===== src/hdl/interval_nesting_depth_unit_defines.svh =====
// ----------------------------------------------------------------------------
// Interval nesting depth unit: assertion macros
// Shared concurrent assertion forms, clocked on clk and quiet during reset.
// ----------------------------------------------------------------------------
`ifndef INTERVAL_NESTING_DEPTH_UNIT_DEFINES_SVH
`define INTERVAL_NESTING_DEPTH_UNIT_DEFINES_SVH
`ifndef ASSERT_OFF
`define IND_ASSERT(lbl, cond, msg) \
	lbl: assert property (@(posedge clk) disable iff (!arst_n) (cond)) else $error(msg);
`define IND_ASSERT_NEXT(lbl, pre, post, msg) \
	lbl: assert property (@(posedge clk) disable iff (!arst_n) (pre) |=> (post)) \
		else $error(msg);
`else
`define IND_ASSERT(lbl, cond, msg)
`define IND_ASSERT_NEXT(lbl, pre, post, msg)
`endif
`endif


===== src/hdl/ind_pkg.sv =====
// ----------------------------------------------------------------------------
// Interval nesting depth package
// Sizes, command codes and the queued item type shared by all modules.
// ----------------------------------------------------------------------------
package ind_pkg;
	localparam int STACK_DEPTH = 32;
	localparam int CNT_W       = $clog2(STACK_DEPTH + 1);
	localparam int IDX_W       = $clog2(STACK_DEPTH);
	localparam int DEPTH_W     = 6;
	localparam int TIME_W      = 64;
	localparam int DUR_W       = 48;
	localparam int SD_W        = 49;
	localparam int NUM_W       = 32;
	localparam int IN_DATA_W   = 112;
	localparam int OUT_DATA_W  = 96;
	localparam int QUEUE_DEPTH = 2;
	localparam int QPTR_W      = $clog2(QUEUE_DEPTH);
	localparam int QCNT_W      = $clog2(QUEUE_DEPTH + 1);

	localparam logic CMD_EVENT = 1'b0;
	localparam logic CMD_FLUSH = 1'b1;

	typedef struct packed {
		logic                     cmd;
		logic signed [TIME_W-1:0] start;
		logic [DUR_W-1:0]         dur;
		logic signed [TIME_W-1:0] fin;
	} ind_item_t;
endpackage


===== src/hdl/ind_front.sv =====
// ----------------------------------------------------------------------------
// Interval nesting depth front end
// Accepts input beats, forms the saturated end time and queues the item.
// ----------------------------------------------------------------------------
module ind_front
	import ind_pkg::*;
(
	input  logic                 s_axis_tvalid,
	output logic                 s_axis_tready,
	input  logic [IN_DATA_W-1:0] s_axis_tdata,  // start_time[63:0], duration[111:64]
	input  logic                 s_axis_tuser,  // command
	input  logic                 queue_full,
	output logic                 push,
	output ind_item_t            item
);
	logic [TIME_W:0]          sum;
	logic signed [TIME_W-1:0] start;
	logic [DUR_W-1:0]         dur;

	assign start = s_axis_tdata[TIME_W-1:0];
	assign dur   = s_axis_tdata[TIME_W+DUR_W-1:TIME_W];
	assign sum   = {start[TIME_W-1], start} + {{(TIME_W+1-DUR_W){1'b0}}, dur};

	always_comb begin
		item.cmd   = s_axis_tuser;
		item.start = start;
		item.dur   = dur;
		// Duration is never negative, so only a positive overflow can occur.
		if (sum[TIME_W] != sum[TIME_W-1]) begin
			item.fin = {1'b0, {(TIME_W-1){1'b1}}};
		end else begin
			item.fin = sum[TIME_W-1:0];
		end
	end

	assign s_axis_tready = !queue_full;
	assign push          = s_axis_tvalid && !queue_full;
endmodule


===== config.mk =====
export PLATFORM = sky130hd
export DESIGN_NAME = ind_front
export DESIGN_NICKNAME = d
export VERILOG_FILES = /design/src/hdl/interval_nesting_depth_unit_defines.svh /design/src/hdl/ind_pkg.sv /design/src/hdl/ind_front.sv
export SDC_FILE = /design/constraint.sdc
export NUM_CORES = 1
export LEC_CHECK = 0
export BUFFER_PORTS_ARGS = -buffer_cell sky130_fd_sc_hd__buf_2
export CAP_MARGIN = 20
export CORE_AREA = 3 3 112 114
export DETAILED_ROUTE_END_ITERATION = 12
export DIE_AREA = 0 0 115 117
export GPL_ROUTABILITY_DRIVEN = 0
export GPL_TIMING_DRIVEN = 0
export PLACE_DENSITY_LB_ADDON = 0.3
export SLEW_MARGIN = 25
export SYNTH_ARGS = -nofsm -noshare
export SYNTH_HDL_FRONTEND = slang
export SYNTH_SLANG_ARGS = --single-unit

===== constraint.sdc =====
create_clock -name vclk -period 9.2
set_input_delay 0.46 -clock vclk [all_inputs]
set_output_delay 0.46 -clock vclk [all_outputs]
set_load 0.1 [all_outputs]

==> metrics <==
status=complete, no violations; Max transition margin=0.654; clock share of power=0; Hold WC Path Type=input pin to output port; Final Setup Violations=0; pwr dens=148 nW/um^2; Filler Cells Inserted=1231; vias per inst=4.95; number of DRC markers in iteration 0=236; Die ar.=13500 um^2; post-DR wirelength/cell=13.6 um; Synth area leaders=buf_4 (19%), ha_1 (14%), nand2_1 (8.3%), a21oi_1 (6.1%), xor2_1 (5.6%); largest net degree at the start of global routing=11; CLK BUF=0; sw frac=0.786; Seq pwr share=0; Combinational Power Share=1.000; post-synthesis sequential area ratio=0; crit path time final=5170 ps; yosys warns=0; seq_cells=0; Setup Crit Path Kind=input pin to output port; worst-path fanout max=10; Hold Path Origin=s_axis_tuser; Final ANT Viol Nets=0; final hold violation count=0; number of global-route vias before repair=4743; IO Pins=294; total grt overflow=0; post_cts resized=0; Detailed Place HPWL=13000 um; actual slew at the worst max-slew pin=513 ps; Vias=5357; post-synth top area share=0.194; Post-Layout Inst Area=6010 um^2; layout cells sized above 1=0.471; die span in y=117 um; RSZ-0062 raised after global routing=no; # diodes=0; Total GRT Usage=0.197; Critical Path End Type=output port; Routed WL=14700 um; Leak=3.14 nW; die width=115 um; Achievable Freq=193 MHz; Synth cell types=65; # rows=39; DP Area=6010 um^2; CTS hold repair buffers=0; Area Growth Syn to Fin=37.7%; Initial Utilization=0.379; Sw Pwr=0.701 mW; area leader, netlist=buf_4; crit path DAT=4710 ps; drt drc=0; hold path depth=2; maximum vdd ir drop=0.0727 mV; port bufs=293; synthesized cell area=4370 um^2; setup TNS=0 ps; number of nets in the layout=1106; hold-critical path endpoint=item[176]; Crit path required time=8740 ps; CORE AREA=11500 um^2; startpoint types=input pin; initial antenna violation count=0; first-pass GRT wire length=22400 um; Post-CTS Setup Bufs=0; Max-cap violations=0; commonest non-fill, non-tap cell in the layout=buf_2; Mapped Cells=646; Int Pwr=0.191 mW; Pre-Repair DR Iteration Count=4; Reg area=0 um^2; syn avg cell area=6.76 um^2; crit share post-route=0.562; area of the multi-input gates=3380 um^2; Syn Nets=811; final slew viol count=0; commonest non-fill, non-tap cells in the layout=buf_2 (298), buf_4 (113), nand2_1 (96)
-- cell families (layout without fill, tap and decap cells) --
family,after synthesis,after routing,synth area share
xor gates and xnor gates,48,48,0.0963
buffers and inverters,146,439,0.226
muxes,5,5,0.0115
and+or+nand+nor,230,230,0.253
AOI/OAI and AO/OA,167,167,0.269
adders and majority gates,50,50,0.145
-- layout make-up --
class / instances / share of cell area
multi-input combinational: 500 / 0.562
inverter: 8 / 0.00500
tap: 143 / 0.0298
buffer: 138 / 0.159
timing repair buffer: 293 / 0.244
-- Yosys cell counts, types with 12 or more instances --
master,number
a21o_1,19
a21oi_1,53
buf_4,113
clkbuf_1,19
ha_1,49
nand2_1,96
nand3_1,15
nand4_1,18
nor2_1,43
nor2b_1,12
o21ai_0,30
xnor2_1,20
xor2_1,28
-- metal layers --
metal / up-vias / global-route usage / wire length (um)
li1: 2781 / - / -
met1: 2392 / 0.262 / 6460
met2: 182 / 0.372 / 7340
met3: 2 / 0.00874 / 907
met4: 0 / 0.00313 / 21
met5: - / 0 / 0
-- worst max path at each step --
stage,slack (ps),from,end
after detailed placement,4000,s_axis_tdata[10],item[59]
after floorplan,3860,s_axis_tdata[10],item[44]
after global placement,4030,s_axis_tdata[10],item[61]
after global routing,3640,s_axis_tdata[10],item[61]
after CTS,3980,s_axis_tdata[10],item[59]
final,4030,s_axis_tdata[10],item[44]
-- power groups by stage --
stage	Combinational [mW]	Clock [mW]	Sequential, mW
after global placement	0.889	0	0
final	0.892	0	0
after global routing	0.938	0	0
after detailed placement	0.892	0	0
after CTS	0.894	0	0
after floorplan	0.746	0	0
-- per-stage QoR --
stage / hold WS [ps] / power, mW / util / setup WS (ps) / instances
2_1_floorplan: 1130 / 0.746 / - / 3860 / 646
3_3_place_gp: 1300 / 0.889 / 0.522 / 4030 / 1082
3_5_place_dp: 1300 / 0.892 / 0.522 / 4000 / 1082
4_1_cts: 1300 / 0.894 / 0.522 / 3980 / 1082
5_1_grt: 1310 / 0.938 / 0.522 / 3640 / 1082
6_report: 1300 / 0.892 / 0.522 / 4030 / 1082
-- critical path: stages --
cell and delay [ps]:
buf_2 110, ha_1 350, a21oi_1 340, o211ai_1 170, a31oi_1 260, or3b_1 410
o21ai_2 270, o31ai_4 150, a211oi_4 420, nor4_1 100, xor2_1 160, ha_1 440
clkbuf_1 410, nor2_1 80, mux2i_1 130, buf_2 460
(Power assumes the default switching activity.)
