$ cat src/hdl/interval_nesting_depth_unit_defines.svh
// ----------------------------------------------------------------------------
// Interval nesting depth unit: assertion macros
// Shared concurrent assertion forms, clocked on clk and quiet during reset.
// ----------------------------------------------------------------------------
`ifndef INTERVAL_NESTING_DEPTH_UNIT_DEFINES_SVH
`define INTERVAL_NESTING_DEPTH_UNIT_DEFINES_SVH
`ifndef ASSERT_OFF
`define IND_ASSERT(lbl, cond, msg) \
	lbl: assert property (@(posedge clk) disable iff (!arst_n) (cond)) else $error(msg);
`define IND_ASSERT_NEXT(lbl, pre, post, msg) \
	lbl: assert property (@(posedge clk) disable iff (!arst_n) (pre) |=> (post)) \
		else $error(msg);
`else
`define IND_ASSERT(lbl, cond, msg)
`define IND_ASSERT_NEXT(lbl, pre, post, msg)
`endif
`endif

$ cat src/hdl/ind_pkg.sv
// ----------------------------------------------------------------------------
// Interval nesting depth package
// Sizes, command codes and the queued item type shared by all modules.
// ----------------------------------------------------------------------------
package ind_pkg;
	localparam int STACK_DEPTH = 32;
	localparam int CNT_W       = $clog2(STACK_DEPTH + 1);
	localparam int IDX_W       = $clog2(STACK_DEPTH);
	localparam int DEPTH_W     = 6;
	localparam int TIME_W      = 64;
	localparam int DUR_W       = 48;
	localparam int SD_W        = 49;
	localparam int NUM_W       = 32;
	localparam int IN_DATA_W   = 112;
	localparam int OUT_DATA_W  = 96;
	localparam int QUEUE_DEPTH = 2;
	localparam int QPTR_W      = $clog2(QUEUE_DEPTH);
	localparam int QCNT_W      = $clog2(QUEUE_DEPTH + 1);

	localparam logic CMD_EVENT = 1'b0;
	localparam logic CMD_FLUSH = 1'b1;

	typedef struct packed {
		logic                     cmd;
		logic signed [TIME_W-1:0] start;
		logic [DUR_W-1:0]         dur;
		logic signed [TIME_W-1:0] fin;
	} ind_item_t;
endpackage

$ cat src/hdl/ind_queue.sv
// ----------------------------------------------------------------------------
// Interval nesting depth queue
// Short FIFO that decouples the front end from the stack engine.
// ----------------------------------------------------------------------------
module ind_queue
	import ind_pkg::*;
(
	input  logic      clk,
	input  logic      arst_n,
	input  logic      push,
	input  ind_item_t push_item,
	input  logic      pop,
	output logic      full,
	output logic      head_valid,
	output ind_item_t head_item
);
	ind_item_t         mem_q [QUEUE_DEPTH];
	logic [QPTR_W-1:0] wr_ptr_q;
	logic [QPTR_W-1:0] rd_ptr_q;
	logic [QCNT_W-1:0] cnt_q;

	assign full       = (cnt_q == QCNT_W'(QUEUE_DEPTH));
	assign head_valid = (cnt_q != '0);
	assign head_item  = mem_q[rd_ptr_q];

	always_ff @(posedge clk) begin
		if (push) begin
			mem_q[wr_ptr_q] <= push_item;
		end
	end

	always_ff @(posedge clk or negedge arst_n) begin
		if (!arst_n) begin
			wr_ptr_q <= '0;
			rd_ptr_q <= '0;
			cnt_q    <= '0;
		end else begin
			if (push) begin
				wr_ptr_q <= (wr_ptr_q == QPTR_W'(QUEUE_DEPTH - 1)) ? '0 : wr_ptr_q + 1'b1;
			end
			if (pop) begin
				rd_ptr_q <= (rd_ptr_q == QPTR_W'(QUEUE_DEPTH - 1)) ? '0 : rd_ptr_q + 1'b1;
			end
			if (push && !pop) begin
				cnt_q <= cnt_q + 1'b1;
			end else if (pop && !push) begin
				cnt_q <= cnt_q - 1'b1;
			end
		end
	end
endmodule

$ cat config.mk
export PLATFORM = sky130hd
export DESIGN_NAME = ind_queue
export DESIGN_NICKNAME = d
export VERILOG_FILES = /design/src/hdl/interval_nesting_depth_unit_defines.svh /design/src/hdl/ind_pkg.sv /design/src/hdl/ind_queue.sv
export SDC_FILE = /design/constraint.sdc
export NUM_CORES = 1
export LEC_CHECK = 0
export BUFFER_PORTS_ARGS = -buffer_cell sky130_fd_sc_hd__buf_2
export CORE_MARGIN = 2
export CORE_UTILIZATION = 32
export DETAILED_ROUTE_END_ITERATION = 10
export GPL_TIMING_DRIVEN = 0
export PLACE_DENSITY_LB_ADDON = 0.12
export RECOVER_POWER = 100
export SYNTH_ARGS = -nofsm -noshare
export SYNTH_HDL_FRONTEND = slang
export SYNTH_SLANG_ARGS = --single-unit
$ cat constraint.sdc
create_clock -name clk -period 16.4 [get_ports clk]
set_clock_uncertainty 0.05 [all_clocks]
set_input_delay 2.46 -clock clk [delete_from_list [all_inputs] [get_ports clk]]
set_output_delay 2.46 -clock clk [all_outputs]
set_load 0.01 [all_outputs]
==> results of run 1 <==
flip-flops by register name (all words and copies together) (netlist names):
name / flops
cnt_q: 2
mem_q: 354
rd_ptr_q: 1
wr_ptr_q: 1
cell type report:
| type | count | share of cell area, % |
|---|---|---|
| clock buffer | 49 | 6.66 |
| timing repair buffer | 370 | 10.0 |
| antenna | 3 | 0.0455 |
| multi-input combinational | 188 | 12.9 |
| clock inverter | 23 | 0.812 |
| inverter | 1 | 0.0228 |
| tap | 532 | 4.04 |
| sequential | 358 | 65.1 |
| buffer | 20 | 0.455 |
per-stage QoR:
stage               power [µW]  TNS [ns]  util, %  instance area (µm²)
global placement          2310   -127.29     38.6                15800
floorplan                 1910         0        -                13400
global route              3030         0     40.2                16500
detailed placement        2270         0     39.3                16100
finish                    2880         0     40.2                16500
CTS                       3120         0     42.3                17400
path summary, 6_finish.rpt:
| check | from | endpoint | slack (ns) | cells after the start |
|---|---|---|---|---|
| max | push | mem_q[0][69] | 8.92 | 5 |
| min in group asynchronous | arst_n | rd_ptr_q | 1.70 | 1 |
| max in group asynchronous | arst_n | cnt_q[0] | 14.40 | 1 |
| max reg2reg | wr_ptr_q | mem_q[0][69] | 10.67 | 4 |
| min | wr_ptr_q | wr_ptr_q | 0.44 | 1 |
| min reg2reg | wr_ptr_q | wr_ptr_q | 0.44 | 1 |
worst max-delay path: cells and delay by family:
kind                   cells  cell delay [ns]
buffers and inverters      4             3.64
and+or+nand+nor            1             1.43
power by group through the flow:
stage | Sequential [µW] | Clock, µW | Combinational (µW)
2_1_floorplan | 1310 | 0 | 607
3_3_place_gp | 1350 | 0 | 960
3_5_place_dp | 1270 | 0 | 1000
4_1_cts | 1250 | 867 | 1010
5_1_grt | 1270 | 897 | 858
6_report | 1260 | 835 | 783
cells in the final DEF, fill, tap and decap left out, drive strengths merged:
cell type / synthesis / routed
nor2: 1 / 1
clkbuf: 0 / 227
and2: 1 / 1
ha: 1 / 1
nor2b: 2 / 2
buf: 20 / 212
xor2: 4 / 4
or2: 1 / 1
edfxtp: 354 / 354
mux2: 177 / 177
bufinv: 0 / 1
dfrtp: 4 / 4
xnor2: 1 / 1
inv: 1 / 2
clkinv: 0 / 21
diode: 0 / 3
layer usage:
layer / vias up / routed length [µm] / GRT usage, %
met4: 6 / 708 / 4.89
met1: 3340 / 12200 / 16.2
met3: 58 / 2840 / 5.58
li1: 3099 / - / -
met5: - / 47 / 0
met2: 252 / 13600 / 20.6
cell families after synthesis:
kind of cell               synth area share, %
xor gates and xnor gates                 0.327
buffers and inverters                     1.48
and+or+nand+nor                          0.215
DFF                                       80.2
adders and majority gates               0.0935
muxes                                     17.7
==> qor.yml, run 1 <==
sta:
  fin_hold_ws_ns: 0.438
  max_freq_mhz: 134
  setup_viol: 0
  period_share_pct: 45.6
  rsz0062_at_grt: "false"
  finalWorstSetupSlack_ns: 8.92
  report.final.slew_viol_count: 235
  slew-limit-headroom_pct: -130
  finalCriticalPeriod_ns: 7.48
  hold_viol: 0
  tightest_slew_ns: 3.46
power_and_ir_drop:
  p_seq_share_pct: 43.7
  power_leakage_uw: 0.00582
  switchingPower_uw: 853
  switching_share_pct: 29.7
  power_frac_clock_pct: 29.0
  comb_power_share_pct: 27.2
  p_int_uw: 2020
  ir_worst_vdd_mv: 0.0961
  p_per_area_mw_per_mm2: 174
setup_path:
  cp_cell_sequence: "clkbuf_1 -> nor2b_1 -> clkbuf_1 -> clkbuf_1 -> clkbuf_1"
  start_kind: "input port"
  arrival_ns: 7.56
  crit_fanout: 29
  cpMaxStageDelayCell: "nor2b_1"
  critPathMaxStageDelay_ns: 1.43
  path_class: "input port to flip-flop"
  endpoint_kind: "flip-flop"
  required_ns: 16.48
  path_common_cell: "clkbuf_1"
grt:
  grt_max_degree: 58
  grt_pass1_vias: 7011
  antenna_found_initial: 4
  grt_pass1_wl_mm: 42.8
  grt_overflow_total: 0
  grt_usage_pct: 13.1
clock_tree:
  cts_max_path_buffers: 3
  post_cts_resized: 0
  cts_max_level: 2
  path_clk_slew_ns: 0.05
  insertion_delay_ns: 0.54
  postCtsHoldBufs: 0
  cts_num_sinks: 358
  cts_buffers: 41
  cts_tree: "done"
  post_cts.repair.setup_buffers: 0
  cts_root_buf: "clkbuf_16"
yosys:
  synth_area_leader_cell: "edfxtp_1"
  syn_avg_cell_area_um2: 23.6
  netlist_area_mm2: 0.0134
  synthCells: 567
  yosys.area.top_type_share_pct: 79.4
  synth_common_cells: "edfxtp_1 (354), mux2_4 (101), mux2_2 (76)"
  synth_area_leaders: "edfxtp_1 (79%), mux2_4 (11%), mux2_2 (6.4%), buf_6 (1.3%), dfrtp_1 (0.75%)"
  ys_seq_area_share_pct: 80.2
  ys_ff_latch: 358
  yosysMostFrequentCell: "edfxtp_1"
  synth_cell_types: 14
  async_flop_share_pct: 1.12
  synth_nets: 749
  yosysWarnings: 0
  synth-edff-count: 354
  ys.flop_type: "edfxtp_1"
run_status:
  status: "finished, violations left"
  violations: "capacitance limit, slew limit"
finish:
  seq_area_mm2: 0.0107
  drive_gt1_share_pct: 34.9
  multi_input_area_mm2: 0.00212
  syn_to_final_growth_pct: 23.2
  stdcell_count: 1544
  layout.nets: 1162
  fill_cells: 3928
job:
  max-cap-violations: 6
floorplan:
  core_area_mm2: 0.0410
  fp-row-count: 74
  initial_core_util_pct: 32.6
  die-area_mm2: 0.0435
  die_w_um: 209
  ioPinCount: 360
  die_y_um: 209
placement:
  dp_slack_ns: 11.96
  place_inst: 1469
  post-dp-hpwl_mm: 20.1
  gp_routability_congestion: 0.692
  numPortBuffers: 359
route:
  drt_wl_total_mm: 29.3
  viasPerCell: 4.38
  drc: 0
  final_antenna_net_count: 0
  dr.first_iter.drc_count: 356
  num_vias: 6755
  wire_per_inst_um: 19.0
  first_pass_iters: 4
worst_hold_path:
  min_path_type: "flip-flop to flip-flop"
No activity file was read; power rests on OpenSTA's default activity.
==> run 2, diff against run 1 <==
--- a/config.mk
+++ b/config.mk
@@ -5,6 +5,7 @@
 export SDC_FILE = /design/constraint.sdc
 export NUM_CORES = 1
 export LEC_CHECK = 0
+export ABC_AREA = 1
 export BUFFER_PORTS_ARGS = -buffer_cell sky130_fd_sc_hd__buf_2
 export CORE_MARGIN = 2
 export CORE_UTILIZATION = 32
==> constraint.sdc (replaced) <==
create_clock -name clk -period 6.15 [get_ports clk]
set_clock_uncertainty 0.05 [all_clocks]
set_input_delay 0.9225 -clock clk [delete_from_list [all_inputs] [get_ports clk]]
set_output_delay 0.9225 -clock clk [all_outputs]
set_load 0.01 [all_outputs]
==> qor.yml, run 2 <==
run_status:
  status: "finished, final reports clean"
yosys:
  synth_common_cells: "edfxtp_1 (354), mux2_4 (101), mux2_2 (76)"
  synth_nets: 758
  synth_mux_area_share_pct: 17.7
  ys_ff_latch: 358
  async_flop_share_pct: 1.12
  yosys.area_share.xor_xnor_pct: 0.196
  yosysWarnings: 0
  ys_seq_area_share_pct: 80.1
  ys.flop_type: "edfxtp_1"
  syn_avg_cell_area_um2: 23.3
  yosysMostFrequentCell: "edfxtp_1"
  netlist_area_mm2: 0.0134
  yosys.area_share.simple_pct: 0.308
  synth-edff-count: 354
  synthCells: 576
  synth_area_leaders: "edfxtp_1 (79%), mux2_4 (11%), mux2_2 (6.4%), buf_6 (1.3%), dfrtp_1 (0.75%)"
  synth_area_leader_cell: "edfxtp_1"
  yosys.area.top_type_share_pct: 79.3
  synthAdderAreaFrac_pct: 0.0934
  synth_compound_gate_area_share_pct: 0
  synth_cell_types: 14
  synth_top_family_by_area: "multiplexers"
job:
  max-cap-violations: 0
power_and_ir_drop:
  p_seq_share_pct: 44.0
  switching_share_pct: 29.7
  p_per_area_mw_per_mm2: 456
  p_int_uw: 5300
  switchingPower_uw: 2240
  power_frac_clock_pct: 27.7
  p_total_uw: 7540
  comb_power_share_pct: 28.3
  power_leakage_uw: 0.00586
  ir_worst_vdd_mv: 0.212
clock_tree:
  path_clk_slew_ns: 0.05
  postCtsHoldBufs: 0
  post_cts_resized: 0
  cts_max_level: 2
  cts_buffers: 40
  cts_max_path_buffers: 3
  post_cts.repair.setup_buffers: 0
  insertion_delay_ns: 0.53
  cts_tree: "done"
  cts_num_sinks: 358
  cts_root_buf: "clkbuf_16"
sta:
  report.final.slew_viol_count: 0
  fin_setup_tns_ns: 0
  setup_viol: 0
  slew-limit-headroom_pct: 7.02
  finalCriticalPeriod_ns: 4.03
  max_freq_mhz: 248
  hold_viol: 0
  fin_hold_ws_ns: 0.174
  rsz0062_at_grt: "false"
  tightest_slew_ns: 1.39
  period_share_pct: 65.6
setup_path:
  endpoint_kind: "flip-flop"
  crit_buf_inv: 4
  arrival_ns: 4.13
  path_class: "input port to flip-flop"
  path_common_cell: "clkbuf_1"
  start_kind: "input port"
  crit_family: "buffers and inverters"
  crit_fanout: 19
  cp_cell_sequence: "clkbuf_1 -> inv_1 -> nor2_1 -> clkbuf_1 -> clkbuf_1"
  critPathMaxStageDelay_ns: 1.04
  cpMaxStageDelayCell: "clkbuf_1"
  required_ns: 6.25
route:
  final_antenna_net_count: 0
  viasPerCell: 4.31
  wire_per_inst_um: 18.9
  drt_wl_total_mm: 29.2
  first_pass_iters: 4
  num_vias: 6658
  drc: 0
  dr.first_iter.drc_count: 278
finish:
  final_cell_mix: "edfxtp_1 (354), buf_2 (218), clkbuf_1 (175)"
  final_cell_area_mm2: 0.0165
  largest_register: "mem_q"
  top_regs: "mem_q x354, cnt_q x2"
  multi_input_area_mm2: 0.00212
  drive_gt1_share_pct: 35.4
  syn_to_final_growth_pct: 23.3
  final_common_cell: "edfxtp_1"
  largest_reg_flops: 354
  layout.nets: 1168
  fill_cells: 3922
  seq_area_mm2: 0.0107
grt:
  grt_pass1_vias: 6886
  grt_pass1_wl_mm: 42.3
  grt_usage_pct: 13.0
  grt_overflow_total: 0
  grt_max_degree: 61
  antenna_found_initial: 6
floorplan:
  die-area_mm2: 0.0435
  core_area_mm2: 0.0411
  ioPinCount: 360
  die_w_um: 209
  initial_core_util_pct: 32.6
  fp-row-count: 74
  die_y_um: 209
placement:
  numPortBuffers: 359
  post-dp-hpwl_mm: 20.0
  dpl_cell_area_mm2: 0.0161
  gp_routability_congestion: 0.681
worst_hold_path:
  min_path_type: "input port to async pin"
[run 2: metrics by stage]
stage,setup slack [ns],instances,util [%]
floorplan,0.109,576,-
global placement,-3.50,1467,38.6
detailed placement,3.38,1476,39.1
CTS,3.18,1542,41.9
global route,1.66,1542,40.2
finish,2.12,1545,40.2
[run 2: area by class of cell]
class | count | area share (%)
Antenna cell | 3 | 0.0454
Buffer | 20 | 0.454
Clock buffer | 52 | 6.46
Clock inverter | 14 | 0.356
Inverter | 7 | 0.204
Multi-Input combinational cell | 191 | 12.8
Sequential cell | 358 | 64.9
Tap cell | 532 | 4.03
Timing Repair Buffer | 368 | 10.7
[run 2: cells by family after synthesis]
family                     count (synthesis)
muxes                                    177
buffers and inverters                     27
and+or+nand+nor                           10
DFF                                      358
adders and majority gates                  1
xor gates and xnor gates                   3
[run 2: worst reg2reg max path, stage by stage, from the launching register on]
cell and delay [ns]:
dfrtp_1 0.40, nor2_1 1.02, clkbuf_1 1.04, clkbuf_1 0.91
[run 2: power groups by stage]
stage | clock network (µW) | logic [µW] | registers, µW
2_1_floorplan | 0 | 1620 | 3440
3_3_place_gp | 0 | 2570 | 3520
3_5_place_dp | 0 | 2640 | 3380
4_1_cts | 2170 | 2650 | 3330
5_1_grt | 2260 | 2340 | 3360
6_report | 2090 | 2140 | 3320
[run 2: routing by layer]
metal / global-route usage [%] / share of wire (%) / vias up
met1: 15.6 / 41 / 3254
li1: - / - / 3116
met4: 5.20 / 2.5 / 8
met2: 21.0 / 47 / 229
met5: 0 / 0.16 / -
met3: 5.28 / 9.0 / 51
[run 2: worst paths after layout]
check | from | endpoint | slack, ns | depth (start not counted)
max in group asynchronous | arst_n | cnt_q[1] | 5.67 | 1
min in group clk | cnt_q[1] | cnt_q[1] | 0.43 | 2
max reg2reg | wr_ptr_q | mem_q[0][25] | 2.35 | 3
min | arst_n | rd_ptr_q | 0.17 | 1
min reg2reg | cnt_q[1] | cnt_q[1] | 0.43 | 2
max | push | mem_q[0][25] | 2.12 | 5
==> run 3, diff against run 2 <==
--- a/config.mk
+++ b/config.mk
@@ -5,7 +5,7 @@
 export SDC_FILE = /design/constraint.sdc
 export NUM_CORES = 1
 export LEC_CHECK = 0
-export ABC_AREA = 1
+export ABC_AREA = 0
 export BUFFER_PORTS_ARGS = -buffer_cell sky130_fd_sc_hd__buf_2
 export CORE_MARGIN = 2
 export CORE_UTILIZATION = 32
==> constraint.sdc (replaced) <==
create_clock -name clk -period 3.43 [get_ports clk]
set_clock_uncertainty 0.05 [all_clocks]
set_input_delay 0.5145 -clock clk [delete_from_list [all_inputs] [get_ports clk]]
set_output_delay 0.5145 -clock clk [all_outputs]
set_load 0.01 [all_outputs]
==> qor.yml, run 3 (synthesis results as in run 1) <==
setup_path:
  required_ns: 2.87
  cpMaxStageDelayCell: "clkbuf_1"
  crit_family: "buffers and inverters"
  crit_fanout: 10
  arrival_ns: 2.30
  crit_buf_inv: 4
  critPathMaxStageDelay_ns: 0.55
  start_kind: "flip-flop"
  path_class: "flip-flop to output port"
  endpoint_kind: "output port"
  cp_cell_sequence: "buf_6 -> buf_6 -> clkbuf_1 -> mux2_2 -> clkbuf_1"
run_status:
  status: "finished, violations left"
  violations: "capacitance limit, slew limit"
power_and_ir_drop:
  switching_share_pct: 29.3
  p_seq_share_pct: 41.8
  ir_worst_vdd_mv: 0.413
  switchingPower_uw: 4190
  power_frac_clock_pct: 28.2
  p_int_uw: 10100
  comb_power_share_pct: 30.0
  power_leakage_uw: 0.00605
  p_per_area_mw_per_mm2: 842
grt:
  grt_pass1_wl_mm: 43.0
  grt_pass1_vias: 6994
  grt_usage_pct: 13.2
  grt_max_degree: 45
  antenna_found_initial: 7
  grt_overflow_total: 0
sta:
  hold_viol: 0
  slew-limit-headroom_pct: -5.00
  rsz0062_at_grt: "false"
  finalCriticalPeriod_ns: 2.87
  period_share_pct: 83.6
  tightest_slew_ns: 1.58
  max_freq_mhz: 349
  setup_viol: 0
  report.final.slew_viol_count: 24
finish:
  seq_area_mm2: 0.0107
  final_cell_area_mm2: 0.0169
  top_regs: "mem_q x354, cnt_q x2"
  fill_cells: 3822
  final_common_cell: "edfxtp_1"
  syn_to_final_growth_pct: 26.5
  multi_input_area_mm2: 0.00238
  drive_gt1_share_pct: 37.2
  fin_util_pct: 41.3
  largest_register: "mem_q"
  largest_reg_flops: 354
  layout.nets: 1162
  final_cell_mix: "edfxtp_1 (354), clkbuf_1 (235), buf_2 (143)"
placement:
  dpl_cell_area_mm2: 0.0161
  numPortBuffers: 359
  post-dp-hpwl_mm: 20.0
  gp_routability_congestion: 0.689
clock_tree:
  cts_tree: "done"
  cts_max_path_buffers: 3
  cts_root_buf: "clkbuf_16"
  cts_buffers: 41
  cts_num_sinks: 358
  path_clk_slew_ns: 0.06
  post_cts_resized: 0
  insertion_delay_ns: 0.55
  cts_max_level: 2
  post_cts.repair.setup_buffers: 0
floorplan:
  fp-row-count: 74
  initial_core_util_pct: 32.6
  ioPinCount: 360
  die_y_um: 209
  die_w_um: 209
  die-area_mm2: 0.0435
  core_area_mm2: 0.0410
route:
  wire_per_inst_um: 19.0
  num_vias: 6667
  dr.first_iter.drc_count: 302
  first_pass_iters: 5
  drc: 0
  final_antenna_net_count: 0
  viasPerCell: 4.32
  drt_wl_total_mm: 29.3
worst_hold_path:
  min_path_type: "input port to flip-flop"
job:
  max-cap-violations: 1
[run 3: cell count changes in the layout (fill, tap and decap cells not counted), moves of 12 or more]
cell | previous run | this run
buf_2 | 218 | 143
mux2_4 | 12 | 79
buf_6 | 0 | 12
clkbuf_1 | 175 | 235
mux2_1 | 88 | 22
[run 3: final cells by class]
class / instances / area share [%]
inverters: 1 / 0.0222
repair buffers: 370 / 10.4
clock buffers: 56 / 6.64
well taps: 532 / 3.93
diodes: 3 / 0.0443
multi-input cells: 188 / 14.0
clock inverters: 14 / 0.606
plain buffers: 20 / 0.982
flip-flops and latches: 358 / 63.4
[run 3: routing by layer]
layer	global-route usage [%]	part of all wire (%)	vias up
li1	-	-	3098
met1	16.2	42	3263
met2	20.1	45	244
met3	6.38	10	54
met4	4.96	2.3	8
met5	0	0.19	-
[run 3: power by group through the flow]
| stage | logic [µW] | clock network [µW] | registers (µW) |
|---|---|---|---|
| 2_1_floorplan | 2900 | 0 | 6100 |
| 5_1_grt | 4640 | 4340 | 6040 |
| 3_3_place_gp | 4600 | 0 | 6190 |
| 3_5_place_dp | 4760 | 0 | 6060 |
| 6_report | 4280 | 4020 | 5960 |
| 4_1_cts | 4770 | 4180 | 5970 |
[run 3: final timing paths]
kind / start / endpoint / slack, ns / cells after the start
setup / recovery: rd_ptr_q / head_item[136] / 0.56 / 5
hold / removal: push_item[107] / mem_q[0][107] / 0.1 / 1
setup reg to reg: wr_ptr_q / mem_q[1][6] / 0.86 / 3
hold reg to reg: cnt_q[1] / cnt_q[1] / 0.44 / 1
max in group asynchronous: arst_n / wr_ptr_q / 2.79 / 2
min in group asynchronous: arst_n / rd_ptr_q / 0.33 / 2
[run 3: repair_timing]
item / in CTS / in global routing
hold buffers: 1 / 0
endpoints found under the setup margin: 0 / 0
endpoints found under the hold margin: 4 / 0
[run 3: through the flow]
stage	hold WS (ns)	TNS, ns	setup slack, ns	std cells	power (µW)
global placement	0.280	-674.59	-2.32	1458	10800
finish	0.0982	0	0.561	1542	14300
CTS	0.0531	0	0.798	1539	14900
floorplan	0.169	-39.15	-0.221	567	9000
global route	0.0624	0	0.421	1540	15000
detailed placement	0.278	0	1.08	1468	10800
